[config.mk]
export PLATFORM = sky130hd
export DESIGN_NAME = gbn_div
export DESIGN_NICKNAME = d
export VERILOG_FILES = /design/src/sv/gbn_pkg.sv /design/src/sv/gbn_div.sv
export SDC_FILE = /design/constraint.sdc
export NUM_CORES = 1
export LEC_CHECK = 0
export BUFFER_PORTS_ARGS = -buffer_cell sky130_fd_sc_hd__buf_4
export CORE_MARGIN = 2
export CORE_UTILIZATION = 57
export CTS_CLUSTER_SIZE = 16
export DETAILED_ROUTE_END_ITERATION = 16
export PLACE_DENSITY = 0.94
export SLEW_MARGIN = 15
export SYNTH_ARGS = -nofsm -noshare
export SYNTH_HDL_FRONTEND = slang
export SYNTH_SLANG_ARGS = --single-unit
[constraint.sdc]
create_clock -name clk_i -period 6.5 [get_ports clk_i]
set_input_delay 1.3 -clock clk_i [delete_from_list [all_inputs] [get_ports clk_i]]
set_output_delay 1.3 -clock clk_i [all_outputs]
set_load 0.05 [all_outputs]
[src/sv/gbn_pkg.sv]
// Shared types and constants for the go-back-n sender window.
// No dependencies; imported by every module of the block.
package gbn_pkg;

  // Event codes carried on the input tuser
  typedef enum logic [1:0] {
    FN_GEN  = 2'd0,
    FN_SEND = 2'd1,
    FN_ACK  = 2'd2,
    FN_TICK = 2'd3
  } fn_e;

  // Result kinds carried on the output tuser
  typedef enum logic [2:0] {
    EV_IDLE    = 3'd0,
    EV_QUEUED  = 3'd1,
    EV_DROPPED = 3'd2,
    EV_SENT    = 3'd3,
    EV_RETIRED = 3'd4,
    EV_REWOUND = 3'd5,
    EV_TERM    = 3'd6
  } evt_e;

  // Sequencer states
  typedef enum logic [2:0] {
    ST_IDLE,
    ST_EXEC,
    ST_SEND_MOD,
    ST_ACK_CHK,
    ST_DIV_WAIT,
    ST_TICK_CHK,
    ST_DONE
  } state_e;

  // Configuration register indexes
  localparam logic [2:0] CFG_WINDOW  = 3'd0;
  localparam logic [2:0] CFG_BUFFER  = 3'd1;
  localparam logic [2:0] CFG_SEQBITS = 3'd2;
  localparam logic [2:0] CFG_GOAL    = 3'd3;
  localparam logic [2:0] CFG_TIMEOUT = 3'd4;

  localparam int unsigned ACK_THRESHOLD = 10;
  localparam int unsigned RTT_W         = 48;
  localparam int unsigned DIV_NUM_W     = RTT_W + 1;
  localparam int unsigned DIV_DEN_W     = 16;

  // Divider handshake
  typedef struct packed {
    logic busy;
    logic done;
  } div_stat_t;

endpackage

[src/sv/gbn_div.sv]
// Restoring divider, one quotient bit a cycle, for the adaptive timeout.
// Depends on gbn_pkg.
module gbn_div
  import gbn_pkg::*;
(
  input  logic                 clk_i,
  input  logic                 rst_ni,
  input  logic                 start_i,
  input  logic [DIV_NUM_W-1:0] num_i,
  input  logic [DIV_DEN_W-1:0] den_i,
  output div_stat_t            stat_o,
  output logic [DIV_NUM_W-1:0] quot_o
);

  localparam int unsigned CNT_W = $clog2(DIV_NUM_W + 1);

  logic [CNT_W-1:0]     cnt_q, cnt_d;
  logic                 busy_q, busy_d;
  logic                 done_q, done_d;
  logic [DIV_DEN_W-1:0] rem_q, rem_d;
  logic [DIV_NUM_W-1:0] quo_q, quo_d;
  logic [DIV_DEN_W-1:0] den_q, den_d;
  logic [DIV_DEN_W:0]   rem_sh;

  // Shift in one dividend bit, subtract when it fits
  always_comb begin
    cnt_d  = cnt_q;
    busy_d = busy_q;
    done_d = 1'b0;
    rem_d  = rem_q;
    quo_d  = quo_q;
    den_d  = den_q;
    rem_sh = {rem_q, quo_q[DIV_NUM_W-1]};
    if (start_i) begin
      busy_d = 1'b1;
      cnt_d  = CNT_W'(DIV_NUM_W);
      rem_d  = '0;
      quo_d  = num_i;
      den_d  = den_i;
    end else if (busy_q) begin
      if (rem_sh >= {1'b0, den_q}) begin
        rem_d = DIV_DEN_W'(rem_sh - {1'b0, den_q});
        quo_d = {quo_q[DIV_NUM_W-2:0], 1'b1};
      end else begin
        rem_d = rem_sh[DIV_DEN_W-1:0];
        quo_d = {quo_q[DIV_NUM_W-2:0], 1'b0};
      end
      cnt_d = cnt_q - 1'b1;
      if (cnt_q == CNT_W'(1)) begin
        busy_d = 1'b0;
        done_d = 1'b1;
      end
    end
  end

  always_ff @(posedge clk_i or negedge rst_ni) begin
    if (!rst_ni) begin
      cnt_q  <= '0;
      busy_q <= 1'b0;
      done_q <= 1'b0;
    end else begin
      cnt_q  <= cnt_d;
      busy_q <= busy_d;
      done_q <= done_d;
    end
  end

  always_ff @(posedge clk_i) begin
    rem_q <= rem_d;
    quo_q <= quo_d;
    den_q <= den_d;
  end

  assign stat_o.busy = busy_q;
  assign stat_o.done = done_q;
  assign quot_o      = quo_q;

endmodule

==> flow_summary.yaml <==
outcome:
  status: "complete, no violations"
power:
  share_comb_of_total_power_pct: 39.7
  intPower_w: 0.00116
  p_clk_share_pct: 19.3
  switching_share_pct: 38.4
  power-per-cell-area_nw_per_um2: 334
  vdd_ir_drop_max_mv: 0.244
  leakage_nw: 2.42
  seqPwrFrac_pct: 40.9
  switching_power_w: 0.000722
placement:
  portBuffers: 118
  pre_cts_slack_ns: 2.79
  dpl.hpwl_um: 7110
  routabilityCongestion: 0.840
critical_path:
  cp-end-kind: "flip-flop"
  crit_fanout: 89
  crit_required_ns: 6.51
  critPathKind: "in -> reg"
  start_kind: "input pin"
  worstPathArrival_ns: 3.07
floorplanning:
  die_y_um: 92.9
  start_util_pct: 58.6
  die_x_um: 92.9
  rows: 32
  die-area_um2: 8630
  core_um2: 7690
  io_pins: 119
logic_synthesis:
  ys_seq_area_share_pct: 54.9
  syn_nets: 449
  async_flop_share_pct: 8.99
  yosysTopAreaCell: "edfxtp_1"
  yosysMostFrequentCell: "edfxtp_1"
  syn_avg_cell_area_um2: 12.4
  synth-main-ff-cell: "edfxtp_1"
  synthCells: 362
  synthDistinctLibCells: 54
  yosys_warnings: 0
  synthTopCellsByCount: "edfxtp_1, mux2_2, nor2_1"
  synth_edf_count: 65
  synthTopCellsByArea: "edfxtp_1, mux2_2, dfxtp_1"
  syn_area_um2: 4510
  yosys.area.top_type_share_pct: 43.3
  synth-seq-cells: 89
global_routing:
  grt_use_total_pct: 22.7
  grt_overflow: 0
  grt_pass1_vias: 3192
  antenna_found_initial: 0
  grt_pass1_wl_um: 15100
  grt_max_degree: 90
sta:
  setup_viol: 0
  finalHoldViolCount: 0
  fin_crit_ns: 3.06
  drv_slew: 0
  max_clock_freq_ghz: 0.327
  fin_skew_ns: 0.0119
  worst_slack_ns: 3.44
  rsz0062_at_grt: "false"
  max-slew-margin-rel_pct: 32.4
  setup_tns_ns: 0
  post-route-period-util_pct: 47.0
  tightestPinTransition_ns: 1.01
routing:
  drt_iter0_drc: 141
  routedWlPerCell_um: 17.4
  wirelength_um: 10100
  antenna_left: 0
  drc_errors: 0
  vias: 3272
  vias_per_cell: 5.63
  drt-pass1-iter-count: 4
layout:
  fillCellCount: 501
  nets: 561
  synthToLayoutAreaGrowth_pct: 24.7
  seq_area_um2: 2470
  antenna_cells: 0
  drive_above_1_share_pct: 40.3
  multi_input_area_um2: 1860
cts:
  path_clk_slew_ns: 0.09
  cts_tree: "built"
  cts-root-buf: "clkbuf_8"
  clk_path_buf_depth: 2
  post-cts-setup-buffers: 0
  holdBufCountCts: 0
  cts_resized: 0
  cts_made_buffers: 9
  htree_levels: 3
  clock_latency_ns: 0.37
  clock_sinks: 89
worst_hold_path:
  hold_path.class: "reg -> reg"
flow_run:
  maxCapViolCount: 0
state kept, by name, indices dropped and copies added, names as in the netlist:
register / flops
done_q: 1
quot_o: 49
busy_q: 1
cnt_q: 6
rem_q: 16
den_q: 16
area by class of cell:
cell class	count	area share, %
Clock buffer	9	2.20
Clock inverter	7	1.07
Inverter	23	1.54
Multi-Input combinational cell	233	33.2
Sequential cell	89	44.0
Tap cell	102	2.27
Timing Repair Buffer	118	15.8
through the flow:
stage          cell area, µm²  hold slack (ns)  total power, W  cells  util, %
2_1_floorplan            4510            0.472         0.00134    362        -
3_3_place_gp             5430            0.484         0.00148    565     70.7
3_5_place_dp             5430            0.497         0.00151    565     70.7
4_1_cts                  5620            0.509         0.00188    581     73.0
5_1_grt                  5620            0.526         0.00197    581     73.1
6_report                 5620            0.507         0.00188    581     73.1
placed cells by master, fill, tap and decap left out, types with 2 or more instances in the layout:
cell type,n
dfrtp_1,7
nor3b_1,3
nor2_1,34
mux2_2,49
nand4b_1,2
a211oi_1,11
or3_1,2
or4_1,2
buf_4,118
clkbuf_8,9
nand3_1,4
nand2_1,14
a311oi_1,2
mux2i_1,8
clkinvlp_4,2
o31ai_1,2
nand2b_1,7
xor2_1,9
a31oi_1,4
edfxtp_1,65
inv_6,2
ha_1,18
xnor2_1,7
o21ai_0,9
nor4_1,2
a21o_1,4
nor3_1,3
inv_1,23
inv_8,2
dfxtp_1,16
a21oi_1,13
a211oi_2,2
critical path, cell delays in order:
cell     delay, ns
buf_4         0.76
inv_1         0.35
nand2_4       0.58
routing by layer:
layer  track usage, %  vias up  wire length [µm]
met5                0        -                 0
met4             10.3        0               268
met3             4.39       23               557
met2             41.0      114              5370
met1             25.9     1576              3900
li1                 -     1559                 -
worst paths after layout:
check	startpoint	cells after the start	end	slack [ns]
max	start_i	3	quot_o[14]	3.44
min	rem_q[7]	2	rem_q[7]	0.51
max reg2reg	quot_o[48]	9	rem_q[2]	3.70
min reg2reg	rem_q[7]	2	rem_q[7]	0.51
max in group asynchronous	rst_ni	1	busy_q	5.63
min in group asynchronous	rst_ni	1	cnt_q[0]	0.72
power groups by stage:
| stage | sequential (W) | clock (W) | combinational (W) |
|---|---|---|---|
| floorplan | 0.000890 | 0 | 0.000450 |
| global placement | 0.000772 | 0 | 0.000709 |
| detailed placement | 0.000780 | 0 | 0.000732 |
| CTS | 0.000768 | 0.000363 | 0.000744 |
| global route | 0.000780 | 0.000384 | 0.000804 |
| finish | 0.000770 | 0.000363 | 0.000747 |
cells by family after synthesis:
family / Yosys count / synth area share (%)
AOI/OAI and AO/OA: 61 / 9.88
muxes: 57 / 14.0
xor gates and xnor gates: 16 / 3.11
DFF: 89 / 54.9
and+or+nand+nor: 80 / 8.74
adders and majority gates: 19 / 5.44
buffers and inverters: 40 / 3.94
Power figures use the tool's default switching activity.
